## src/design/cmh_pkg.sv

```systemverilog
// Shared constants, state encoding and controller/datapath interface types.
package cmh_pkg;

	// Default sizes of the block.
	localparam int MAX_SENSORS_DEF = 32;
	localparam int TIME_BITS_DEF   = 48;
	localparam int COUNT_BITS_DEF  = 32;

	// Fixed field and register widths.
	localparam int CFG_DATA_W  = 32;
	localparam int CFG_INDEX_W = 1;
	localparam int WINDOW_W    = 32;
	localparam int SCOUNT_W    = 6;
	localparam int INDEX_W     = 5;
	localparam int LEVEL_W     = 6;

	// Register indexes of the configuration port.
	localparam logic [CFG_INDEX_W-1:0] REG_TIME_WINDOW  = 1'b0;
	localparam logic [CFG_INDEX_W-1:0] REG_SENSOR_COUNT = 1'b1;

	// Register values after reset.
	localparam logic [WINDOW_W-1:0] TIME_WINDOW_RST  = 32'd200;
	localparam logic [SCOUNT_W-1:0] SENSOR_COUNT_RST = 6'd24;

	// Controller states.
	typedef enum logic [2:0] {
		ST_IDLE,
		ST_EVAL,
		ST_INC_RD,
		ST_INC_WR,
		ST_SETTLE,
		ST_FCLOSE,
		ST_EMIT_RD,
		ST_EMIT_OUT
	} state_t;

	// Commands from the controller to the datapath.
	typedef struct packed {
		logic load_hit;
		logic apply_hit;
		logic take_bin;
		logic clear_group;
		logic mem_rd;
		logic mem_wr;
		logic sel_emit;
		logic emit_next;
		logic emit_done;
	} ctrl_cmd_t;

	// Status from the datapath to the controller.
	typedef struct packed {
		logic fin;
		logic close_hit;
		logic final_pending;
		logic last_bin;
	} dp_status_t;

endpackage

```

## src/design/coincidence_multiplicity_histogram.sv

```systemverilog
// Top level: hit input channel, histogram output channel and configuration port.
// A hit is captured, then evaluated; a hit that closes a group then reads and writes back its bin.
// A final hit then lets the group population settle and closes any pending group, then each bin is read
// from memory and then offered from the output register, where it is held while the output is stalled.
// No new hit is taken until the read-modify-write of the bin memory for the last one is done.
// Reset clears the group, marks every histogram bin empty and restores the registers.
module coincidence_multiplicity_histogram #(
	parameter int MAX_SENSORS = cmh_pkg::MAX_SENSORS_DEF,
	parameter int TIME_BITS   = cmh_pkg::TIME_BITS_DEF,
	parameter int COUNT_BITS  = cmh_pkg::COUNT_BITS_DEF
) (
	input  logic                            clk,
	input  logic                            arst_n,
	input  logic                            wr_en,
	input  logic [cmh_pkg::CFG_INDEX_W-1:0] wr_index,
	input  logic [cmh_pkg::CFG_DATA_W-1:0]  wr_data,
	input  logic                            in_valid,
	output logic                            in_stall,
	input  logic [TIME_BITS-1:0]            hit_time,
	input  logic [cmh_pkg::INDEX_W-1:0]     sensor_index,
	input  logic                            final_hit,
	output logic                            out_valid,
	input  logic                            out_stall,
	output logic [cmh_pkg::LEVEL_W-1:0]     multiplicity_level,
	output logic [COUNT_BITS-1:0]           occurrence_count,
	output logic                            final_bin
);
	import cmh_pkg::*;

	ctrl_cmd_t  cmd;
	dp_status_t status;

	// Sequencing.
	cmh_controller u_ctrl (
		.clk       (clk),
		.arst_n    (arst_n),
		.in_valid  (in_valid),
		.in_stall  (in_stall),
		.out_valid (out_valid),
		.out_stall (out_stall),
		.status    (status),
		.cmd       (cmd)
	);

	// Group tracking and histogram storage.
	cmh_datapath #(
		.MAX_SENSORS (MAX_SENSORS),
		.TIME_BITS   (TIME_BITS),
		.COUNT_BITS  (COUNT_BITS)
	) u_dp (
		.clk                (clk),
		.arst_n             (arst_n),
		.wr_en              (wr_en),
		.wr_index           (wr_index),
		.wr_data            (wr_data),
		.hit_time           (hit_time),
		.sensor_index       (sensor_index),
		.final_hit          (final_hit),
		.cmd                (cmd),
		.status             (status),
		.multiplicity_level (multiplicity_level),
		.occurrence_count   (occurrence_count),
		.final_bin          (final_bin)
	);

endmodule

```

## src/design/cmh_datapath.sv

```systemverilog
// Datapath: configuration, group state, hit evaluation and the histogram memory.
module cmh_datapath #(
	parameter int MAX_SENSORS = cmh_pkg::MAX_SENSORS_DEF,
	parameter int TIME_BITS   = cmh_pkg::TIME_BITS_DEF,
	parameter int COUNT_BITS  = cmh_pkg::COUNT_BITS_DEF
) (
	input  logic                               clk,
	input  logic                               arst_n,
	input  logic                               wr_en,
	input  logic [cmh_pkg::CFG_INDEX_W-1:0]    wr_index,
	input  logic [cmh_pkg::CFG_DATA_W-1:0]     wr_data,
	input  logic [TIME_BITS-1:0]               hit_time,
	input  logic [cmh_pkg::INDEX_W-1:0]        sensor_index,
	input  logic                               final_hit,
	input  cmh_pkg::ctrl_cmd_t                 cmd,
	output cmh_pkg::dp_status_t                status,
	output logic [cmh_pkg::LEVEL_W-1:0]        multiplicity_level,
	output logic [COUNT_BITS-1:0]              occurrence_count,
	output logic                               final_bin
);
	import cmh_pkg::*;

	localparam int AW = (MAX_SENSORS > 1) ? $clog2(MAX_SENSORS) : 1;
	localparam int CW = $clog2(MAX_SENSORS + 1);
	localparam int EW = (CW > SCOUNT_W) ? CW : SCOUNT_W;
	localparam int DW = (TIME_BITS > WINDOW_W) ? TIME_BITS : WINDOW_W;

	// Configuration registers.
	logic [WINDOW_W-1:0] window_q;
	logic [SCOUNT_W-1:0] scount_q;

	// Captured hit.
	logic [TIME_BITS-1:0] hit_time_q;
	logic [INDEX_W-1:0]   hit_idx_q;
	logic                 hit_fin_q;

	// Open group.
	logic [TIME_BITS-1:0]   start_q;
	logic [MAX_SENSORS-1:0] mask_q;
	logic                   open_q;
	logic [CW-1:0]          pop_q;
	logic [AW-1:0]          bin_q;

	// Histogram store with per-bin valid bits.
	logic [COUNT_BITS-1:0]  mem [MAX_SENSORS];
	logic [MAX_SENSORS-1:0] valid_q;
	logic [COUNT_BITS-1:0]  rd_data_q;
	logic                   rd_valid_q;
	logic [AW-1:0]          k_q;

	logic [CW-1:0]          n_eff;
	logic [EW-1:0]          scount_ext;
	logic [MAX_SENSORS-1:0] low_mask;
	logic [MAX_SENSORS-1:0] hit_bit;
	logic                   hit_ok;
	logic [TIME_BITS-1:0]   elapsed;
	logic                   far;
	logic [CW-1:0]          pop_m1;
	logic [AW-1:0]          rd_addr;
	logic [COUNT_BITS-1:0]  old_count;
	logic [COUNT_BITS-1:0]  new_count;

	// Configuration writes.
	always_ff @(posedge clk or negedge arst_n) begin
		if (!arst_n) begin
			window_q <= TIME_WINDOW_RST;
			scount_q <= SENSOR_COUNT_RST;
		end else if (wr_en) begin
			unique case (wr_index)
				REG_TIME_WINDOW:  window_q <= wr_data[WINDOW_W-1:0];
				REG_SENSOR_COUNT: scount_q <= wr_data[SCOUNT_W-1:0];
				default: ;
			endcase
		end
	end

	// Effective sensor count, clamped to 1..MAX_SENSORS.
	always_comb begin
		scount_ext = EW'(scount_q);
		if (scount_q == '0) begin
			n_eff = CW'(1);
		end else if (scount_ext > EW'(MAX_SENSORS)) begin
			n_eff = CW'(MAX_SENSORS);
		end else begin
			n_eff = CW'(scount_ext);
		end
	end

	// Sensors in range and the one-hot bit of the captured hit.
	always_comb begin
		for (int i = 0; i < MAX_SENSORS; i++) begin
			low_mask[i] = (i < int'(n_eff));
			hit_bit[i]  = (i == int'(hit_idx_q));
		end
	end

	assign hit_ok  = int'(hit_idx_q) < int'(n_eff);
	assign elapsed = hit_time_q - start_q;
	assign far     = DW'(elapsed) > DW'(window_q);
	assign pop_m1  = pop_q - CW'(1);

	// Capture an accepted hit.
	always_ff @(posedge clk) begin
		if (cmd.load_hit) begin
			hit_time_q <= hit_time;
			hit_idx_q  <= sensor_index;
			hit_fin_q  <= final_hit;
		end
	end

	// Group state: open, extend or restart on a hit; cleared at the final close.
	always_ff @(posedge clk or negedge arst_n) begin
		if (!arst_n) begin
			start_q <= '0;
			mask_q  <= '0;
			open_q  <= 1'b0;
		end else if (cmd.clear_group) begin
			start_q <= '0;
			mask_q  <= '0;
			open_q  <= 1'b0;
		end else if (cmd.apply_hit && hit_ok) begin
			if (!open_q || far) begin
				start_q <= hit_time_q;
				mask_q  <= hit_bit;
				open_q  <= 1'b1;
			end else begin
				mask_q <= mask_q | hit_bit;
			end
		end
	end

	// Population of the in-range mask bits, registered, so it follows the mask in the next cycle.
	always_ff @(posedge clk or negedge arst_n) begin
		if (!arst_n) begin
			pop_q <= '0;
		end else begin
			pop_q <= CW'($countones(mask_q & low_mask));
		end
	end

	// Bin selected by the group being closed.
	always_ff @(posedge clk) begin
		if (cmd.take_bin) begin
			bin_q <= pop_m1[AW-1:0];
		end
	end

	// Histogram memory: registered read, single write port.
	assign rd_addr = cmd.sel_emit ? k_q : bin_q;

	always_ff @(posedge clk) begin
		if (cmd.mem_rd) begin
			rd_data_q <= mem[rd_addr];
		end
		if (cmd.mem_wr) begin
			mem[bin_q] <= new_count;
		end
	end

	// A bin not written since the last clear reads as zero.
	always_ff @(posedge clk or negedge arst_n) begin
		if (!arst_n) begin
			valid_q    <= '0;
			rd_valid_q <= 1'b0;
		end else begin
			if (cmd.mem_rd) begin
				rd_valid_q <= valid_q[rd_addr];
			end
			if (cmd.emit_done) begin
				valid_q <= '0;
			end else if (cmd.mem_wr) begin
				valid_q[bin_q] <= 1'b1;
			end
		end
	end

	// Saturating increment.
	assign old_count = rd_valid_q ? rd_data_q : '0;
	assign new_count = (&old_count) ? old_count : old_count + COUNT_BITS'(1);

	// Emission bin counter.
	always_ff @(posedge clk or negedge arst_n) begin
		if (!arst_n) begin
			k_q <= '0;
		end else if (cmd.emit_done) begin
			k_q <= '0;
		end else if (cmd.emit_next) begin
			k_q <= k_q + AW'(1);
		end
	end

	// Status towards the controller.
	assign status.fin           = hit_fin_q;
	assign status.close_hit     = hit_ok && open_q && far && (pop_q != '0);
	assign status.final_pending = open_q && (pop_q != '0);
	assign status.last_bin      = (CW'(k_q) + CW'(1)) == n_eff;

	// Result payload.
	assign multiplicity_level = LEVEL_W'(k_q) + LEVEL_W'(1);
	assign occurrence_count   = old_count;
	assign final_bin          = status.last_bin;

endmodule

```

## src/design/cmh_controller.sv

```systemverilog
// Controller: sequences hit evaluation, bin updates, the final close and emission.
module cmh_controller (
	input  logic                clk,
	input  logic                arst_n,
	input  logic                in_valid,
	output logic                in_stall,
	output logic                out_valid,
	input  logic                out_stall,
	input  cmh_pkg::dp_status_t status,
	output cmh_pkg::ctrl_cmd_t  cmd
);
	import cmh_pkg::*;

	state_t state_q;
	state_t state_d;
	logic   closed_q;

	// State register and the flag that the final close has been done.
	always_ff @(posedge clk or negedge arst_n) begin
		if (!arst_n) begin
			state_q  <= ST_IDLE;
			closed_q <= 1'b0;
		end else begin
			state_q <= state_d;
			if (state_q == ST_IDLE) begin
				closed_q <= 1'b0;
			end else if (state_q == ST_FCLOSE) begin
				closed_q <= 1'b1;
			end
		end
	end

	// Next state.
	always_comb begin
		state_d = state_q;
		unique case (state_q)
			ST_IDLE: begin
				if (in_valid) state_d = ST_EVAL;
			end
			ST_EVAL: begin
				if (status.close_hit)  state_d = ST_INC_RD;
				else if (status.fin)   state_d = ST_SETTLE;
				else                   state_d = ST_IDLE;
			end
			ST_INC_RD: state_d = ST_INC_WR;
			ST_INC_WR: begin
				if (!status.fin)       state_d = ST_IDLE;
				else if (closed_q)     state_d = ST_EMIT_RD;
				else                   state_d = ST_SETTLE;
			end
			ST_SETTLE: state_d = ST_FCLOSE;
			ST_FCLOSE: begin
				if (status.final_pending) state_d = ST_INC_RD;
				else                      state_d = ST_EMIT_RD;
			end
			ST_EMIT_RD: state_d = ST_EMIT_OUT;
			ST_EMIT_OUT: begin
				if (!out_stall) begin
					state_d = status.last_bin ? ST_IDLE : ST_EMIT_RD;
				end
			end
			default: state_d = ST_IDLE;
		endcase
	end

	// Commands and handshake outputs.
	always_comb begin
		cmd       = '0;
		in_stall  = 1'b1;
		out_valid = 1'b0;
		unique case (state_q)
			ST_IDLE: begin
				in_stall     = 1'b0;
				cmd.load_hit = in_valid;
			end
			ST_EVAL: begin
				cmd.apply_hit = 1'b1;
				cmd.take_bin  = 1'b1;
			end
			ST_INC_RD: cmd.mem_rd = 1'b1;
			ST_INC_WR: cmd.mem_wr = 1'b1;
			ST_SETTLE: ;
			ST_FCLOSE: begin
				cmd.take_bin    = 1'b1;
				cmd.clear_group = 1'b1;
			end
			ST_EMIT_RD: begin
				cmd.mem_rd   = 1'b1;
				cmd.sel_emit = 1'b1;
			end
			ST_EMIT_OUT: begin
				out_valid     = 1'b1;
				cmd.sel_emit  = 1'b1;
				cmd.emit_next = !out_stall;
				cmd.emit_done = !out_stall && status.last_bin;
			end
			default: ;
		endcase
	end

endmodule

```

## config.mk

```make
export PLATFORM = sky130hd
export DESIGN_NAME = coincidence_multiplicity_histogram
export DESIGN_NICKNAME = d
export VERILOG_FILES = /design/src/design/cmh_pkg.sv /design/src/design/coincidence_multiplicity_histogram.sv /design/src/design/cmh_datapath.sv /design/src/design/cmh_controller.sv
export SDC_FILE = /design/constraint.sdc
export NUM_CORES = 2
export LEC_CHECK = 0
export ABC_AREA = 0
export BUFFER_PORTS_ARGS = -buffer_cell sky130_fd_sc_hd__buf_2
export CAP_MARGIN = 15
export CORE_MARGIN = 2
export CORE_UTILIZATION = 50
export DETAILED_ROUTE_END_ITERATION = 8
export PLACE_DENSITY = 0.65
export SLEW_MARGIN = 20
export SYNTH_ARGS = -nofsm -noshare
export SYNTH_HDL_FRONTEND = slang
export SYNTH_SLANG_ARGS = --single-unit
export TNS_END_PERCENT = 30
```

## constraint.sdc

```tcl
create_clock -name clk -period 6.3 [get_ports clk]
set_input_delay 1.26 -clock clk [delete_from_list [all_inputs] [get_ports clk]]
set_output_delay 1.26 -clock clk [all_outputs]
set_load 0.01 [all_outputs]
```

## Word-level counts from Yosys, hierarchy flattened

Memory sizes are Yosys's and may differ from the RTL's. A register that Yosys moved wholly into a read port is not among the register bits.
Cells that the tools add are included.

| cells by class | value |
|---|---|
| reduce and logical (&&, ||, !) cells | 27 |
| magnitude comparators | 38 |
| bitwise logic cells | 4 |
| $mul | 0 |
| shifts and indexed selects | 0 |
| add/sub/neg operators | 36 |
| equal/unequal tests | 41 |
| mux-type cells | 45 |
| div/mod/pow operators | 0 |

Operators with widths:

| operator | count |
|---|---|
| 32-bit two-way mux | 7 |
| 48-bit two-way mux | 3 |
| 5-bit by 6-bit < comparator with 1-bit output (first input constant) | 16 |
| 6-bit adder | 15 |
| 5-bit equality test (first input constant) | 16 |
| 32-bit OR | 2 |
| 48-bit by 32-bit > comparator with 1-bit output | 1 |
| 4-bit by 6-bit < comparator with 1-bit output (first input constant) | 8 |
| 48-bit subtractor | 1 |
| 4-bit by 5-bit equality test with 1-bit output (first input constant) | 8 |
| 1-bit by 1-bit adder with 2-bit output | 16 |
| 32-bit by 1-bit adder with 32-bit output (second input constant) | 1 |
| 32-bit AND | 1 |
| 32-bit AND reduction | 1 |
| 3-bit by 6-bit < comparator with 1-bit output (first input constant) | 4 |
| 3-bit case mux with 8 select lines | 1 |
| 3-bit two-way mux | 7 |
| 3-bit by 5-bit equality test with 1-bit output (first input constant) | 4 |
| 1-bit two-way mux | 18 |
| 5-bit two-way mux | 3 |
| 3-bit equality test (second input constant) | 4 |
| 1-bit by 6-bit < comparator with 1-bit output (first input constant) | 2 |
| 2-bit by 6-bit < comparator with 1-bit output (first input constant) | 2 |
| 5-bit by 6-bit < comparator with 1-bit output (second input constant) | 2 |
| other kinds (27) | 48 |

| word-level totals | value |
|---|---|
| flip-flop bits (word level) | 226 |
| memory bits (read-only) | 0 |
| input bits | 92 |
| memories | 1 |
| output and inout port bits | 41 |
| logic and storage cells | 207 |
| latch bits | 0 |
| RAM bits | 1024 |

Memory list:

| memory | depth | width | read ports | clocked after Yosys merged registers in | wr ports | line | source |
|---|---|---|---|---|---|---|---|
| u_dp.mem | 32 | 32 | 1 | 1 | 1 | cmh_datapath.sv:45 | `logic [COUNT_BITS-1:0] mem [MAX_SENSORS];` |

## Depth between registers and ports, before layout

| depth | value |
|---|---|
| depth after elaboration | 10 |
| mapped depth | 25 |

## Modules after synthesis

Synthesis repeated with hierarchy kept, for this count alone.

| unflattened totals | value |
|---|---|
| cell total of the unflattened synthesis | 3652 |
| area, all modules | 55600.8 µm² |

Modules (own cells, without submodules):

| module | cells each | area each (µm²) | sequential area each (µm²) | times used |
|---|---|---|---|---|
| cmh_datapath | 3614 | 55304.3 | 37567.3 | 1 |
| cmh_controller | 38 | 296.5 | 100.1 | 1 |

## Worst setup path before layout

Ideal clock, no wire load.

| timing | value |
|---|---|
| kind | register to register |
| start point | reg u_dp.scount_q[4], in the netlist u_dp.scount_ext[4] |
| end point | reg u_dp.pop_q[5] |
| stages on the path, launching flop included | 20 |
| arrival | 5464 ps |
| setup slack | 718 ps |
| library setup time | 118 ps |
| cells stage by stage | dfstp_2 -> clkbuf_1 -> nor4_1 -> o21ai_0 -> nand2_1 -> and2_1 -> o21ai_0 -> a21oi_1 -> ha_1 -> fa_1 -> fa_1 -> inv_1 -> fa_1 -> fa_1 -> fa_1 -> inv_1 -> ha_1 -> fa_1 -> a21o_1 -> a21o_1 |

| on the way | value |
|---|---|
| cells in the longest elaborated chain, start to end | 10 |

RTL lines:

| element | line | source |
|---|---|---|
| start: declaration | cmh_datapath.sv:30 | `logic [SCOUNT_W-1:0] scount_q;` |
| start signal: assignment | cmh_datapath.sv:71 | `REG_SENSOR_COUNT: scount_q <= wr_data[SCOUNT_W-1:0];` |
| 6-bit > comparator | cmh_datapath.sv:82 | `end else if (scount_ext > EW'(MAX_SENSORS)) begin` |
| 6-bit two-way mux | cmh_datapath.sv:82 |  |
| 6-bit two-way mux (*) | cmh_datapath.sv:80 | `if (scount_q == '0) begin` |
| 1-bit by 6-bit < comparator with 1-bit output, or another cell as far along | cmh_datapath.sv:92 | `low_mask[i] = (i < int'(n_eff));` |
| 32-bit AND (*) | cmh_datapath.sv:137 | `pop_q <= CW'($countones(mask_q & low_mask));` |
| 1-bit by 1-bit adder with 2-bit output (not written as such) | cmh_datapath.sv:137 |  |
| 6-bit adder (not written as such) (3 in series) | cmh_datapath.sv:137 |  |
| 6-bit adder (not written as such) (*) | cmh_datapath.sv:137 |  |
| end signal: assignment | cmh_datapath.sv:137 |  |
| end: declaration | cmh_datapath.sv:41 | `logic [CW-1:0] pop_q;` |

Mark *: on every way between the ends. The rest lies on a longest branch, timed or not.
A chain may end at the register's enable or synchronous reset.

## Worst setup path after layout

| timing | value |
|---|---|
| start point | reg u_dp.scount_q[3], in the netlist u_dp.scount_ext[3] |
| end point | reg u_dp.pop_q[5] |

Same word-level chain as after synthesis.

==> summary.txt <==
Cell Area, Synth = 55640 um2
Vias in the first global route = 32040
Post-route DRC = 0
RSZ-0062 raised after global routing = no
Hold/Removal Path Class = flip-flop to flip-flop
Top cell family by delay on the critical path = adder cells
Fin nets = 4022
Commonest non-fill, non-tap cell in the layout = edfxtp_1
Yosys reg bits = 1282
Area Growth Syn to Fin = 13.24%
Pre-antenna DRT Iters = 5
Critical path, cell by cell = nor4_1 -> o21ai_0 -> buf_4 -> nand2_1 -> and2_1 -> o21ai_0 -> a21oi_1 -> ha_1 -> fa_1 -> fa_1 -> inv_1 -> fa_1 -> fa_1 -> fa_1 -> inv_1 -> ha_1 -> fa_1 -> a21o_1 -> a21o_1
CP Data Required Time = 6920 ps
Routed WL = 140.3 mm
CTS root buffer = clkbuf_16
Worst path slowest cell = dfstp_2
Total Routing Usage GR = 24.98%
Max-Cap Viols = 0
Final setup viols = 0
Compound-Gate Fraction of Synth Area = 4.936%
Antenna viol nets, final = 0
Number of vias per cell = 5.950
Share of cells above drive strength 1 = 20.06%
CP Launch Type = flip-flop
Post-synthesis average cell area = 15.36 um2
Clk_lat worst skew = 760 ps
CTS buffer count = 134
DRT iter0 DRCs = 3439
Top cell by count, worst path = fa_1
Worst-margin pin slew = 1160 ps
Setup tns final = 0 ps
CTS tree = done
Fin crit share = 90.25%
Crit path time final = 5686 ps
DP Wirelength = 80.19 mm
Drt wl/cell = 26.05 um
Mux share of post-synthesis cell area = 12.16%
GP Congestion = 0.8898
Post-synth EDFFs = 1115
M2 GR Usage = 40.42%
Initial antenna violation count = 5
Adder-cell share of the synthesized area = 3.468%
Max FO, Critical Path = 23
Asr flop ratio synth = 13.03%
# rows = 122
Synth warnings = 0
Worst slew margin = 22.47%
Crit path capture type = flip-flop
Inst Count DP = 5141
Synth Area in XOR/XNOR = 1.275%
Outcome = finished clean
H-tree depth = 4
CTS sink count = 1282
Final Non-Filler Cells = 5385
Post-synthesis simple-gate area fraction = 7.850%
Gr busiest metal = met2
Endpoints failing hold = 0
Wire length of the first global-routing pass = 208.0 mm
CP bufs+invs = 3
Hold-fix buffers, CTS = 0
Die height = 337.6 um
Post-CTS setup buffers = 0
Die X = 337.6 um
Setup Skew = 32.90 ps
Clk buf depth = 3
Maximum vdd drop = 0.0005393 V
Total die area = 114000 um2
Unique masters post-synth = 77
Core area = 110500 um2
Largest net degree at the start of global routing = 133
Met3 Usage GRT = 3.855%
Pwr per Cell Area = 465.6 nW/um2
Fmax = 175.9 MHz
Ys flop type = edfxtp_1
Met1 GRT Util = 35.23%
Max-slew violations = 0
P_leak = 0.02226 uW
I/O Buffers = 132
Cells after Synth = 3622
Max incr delay on CP = 750 ps
Clock-pin transition on the worst setup and hold timing paths = 60 ps
Commonest non-fill, non-tap cells in the layout = edfxtp_1, nand2_1, mux4_2
WS Path Type = flip-flop to flip-flop
Synth Net Count = 3852
Largest family of logic cells by synthesized area = multiplexers
Starting Density = 50.35%
Via Count = 32040
Sequential-to-total area share from yosys stat = 67.70%
I/O Pins = 133
CTS resizes = 0
GR Overflow Total = 0
Critical path arrival = 6310 ps
==> sequential cells by signal (all words and copies together), names as in the netlist, 5 cells and up <==
signal / flops
u_dp.hit_time_q: 48
u_dp.pop_q: 6
u_dp.valid_q: 32
u_dp.k_q: 5
u_dp.scount_ext: 6
u_dp.window_q: 32
u_dp.rd_data_q: 32
u_dp.hit_idx_q: 5
u_dp.mem: 1024
u_dp.bin_q: 5
u_dp.mask_q: 32
u_dp.start_q: 48
==> metrics by stage <==
| stage | hold WS, ps | utilization, % | cell area, um2 | worst slack (ps) | total power (uW) |
|---|---|---|---|---|---|
| finish | 485.7 | 57.01 | 63010 | 614.2 | 29340 |
| global route | 496.4 | 57.01 | 63010 | 366.7 | 30800 |
| CTS | 487.0 | 56.86 | 62840 | 600.3 | 29420 |
| detailed placement | 474.5 | 53.11 | 58700 | 649.1 | 21990 |
| global placement | 468.7 | 53.09 | 58670 | 662.4 | 21890 |
| floorplan | 458.9 | - | 55640 | 717.8 | 18720 |
==> synthesized netlist by cell type (all sizes together), types with 19 or more instances <==
| master | n | area, um2 |
|---|---|---|
| xor2 | 29 | 254.0 |
| inv | 193 | 724.4 |
| mux4 | 264 | 5946 |
| nand2 | 453 | 1700 |
| a21oi | 154 | 778.3 |
| dfrtp | 162 | 4054 |
| o21ai | 156 | 780.8 |
| nor3 | 21 | 105.1 |
| nand4 | 41 | 256.5 |
| clkbuf | 119 | 447.9 |
| and2 | 49 | 306.5 |
| nor2 | 112 | 420.4 |
| buf | 65 | 277.8 |
| mux2 | 58 | 720.7 |
| a21o | 19 | 142.6 |
| fa | 27 | 540.5 |
| ha | 111 | 1389 |
| nand3 | 194 | 970.9 |
| xnor2 | 52 | 455.4 |
| o21a | 50 | 376.6 |
| edfxtp | 1115 | 33480 |
==> final timing paths <==
kind | from | end | slack (ps) | cells past startpoint
hold / removal | u_dp.valid_q[12] | u_dp.valid_q[12] | 490 | 1
setup / recovery | u_dp.scount_ext[3] | u_dp.pop_q[5] | 610 | 19
min in group asynchronous | arst_n | u_dp.window_q[25] | 540 | 1
max in group asynchronous | arst_n | u_ctrl.state_q[2] | 4700 | 2
hold reg to reg | u_dp.valid_q[12] | u_dp.valid_q[12] | 490 | 1
setup reg to reg | u_dp.scount_ext[3] | u_dp.pop_q[5] | 610 | 19
==> area by class of cell <==
| cell class | instances | area [um2] |
|---|---|---|
| Multi-Input combinational cell | 1962 | 17120 |
| Timing Repair Buffer | 218 | 1485 |
| Clock inverter | 59 | 485.5 |
| Sequential cell | 1282 | 37670 |
| Tap cell | 1488 | 1862 |
| Antenna cell | 4 | 10.01 |
| Inverter | 194 | 728.2 |
| Clock buffer | 178 | 3652 |
| Fill cell | 8661 | 47510 |
==> power breakdown <==
group	switching, uW	total (uW)	internal (uW)
Combinational	6440	10600	4120
Sequential	362	11300	11000
Clock	3270	7460	4190
Total	10100	29300	19300
==> per-layer routing <==
metal  part of all wire (%)  vias up  routed length (um)
met5                      0        -                   0
met4                    2.6        0                3656
met3                    7.0      218                9830
met2                     48     1231               67920
met1                     42    16520               58900
li1                       -    14080                   -
==> logic make-up (layout without fill, tap and decap cells) <==
| family | Yosys count | in the layout |
|---|---|---|
| flops | 1282 | 1282 |
| buf+inv | 378 | 649 |
| compound gates | 459 | 459 |
| mux | 332 | 332 |
| xor+xnor | 81 | 81 |
| simple gates | 952 | 952 |
| other cells | 0 | 4 |
| fa+ha+maj | 138 | 138 |
(Power assumes the default switching activity.)
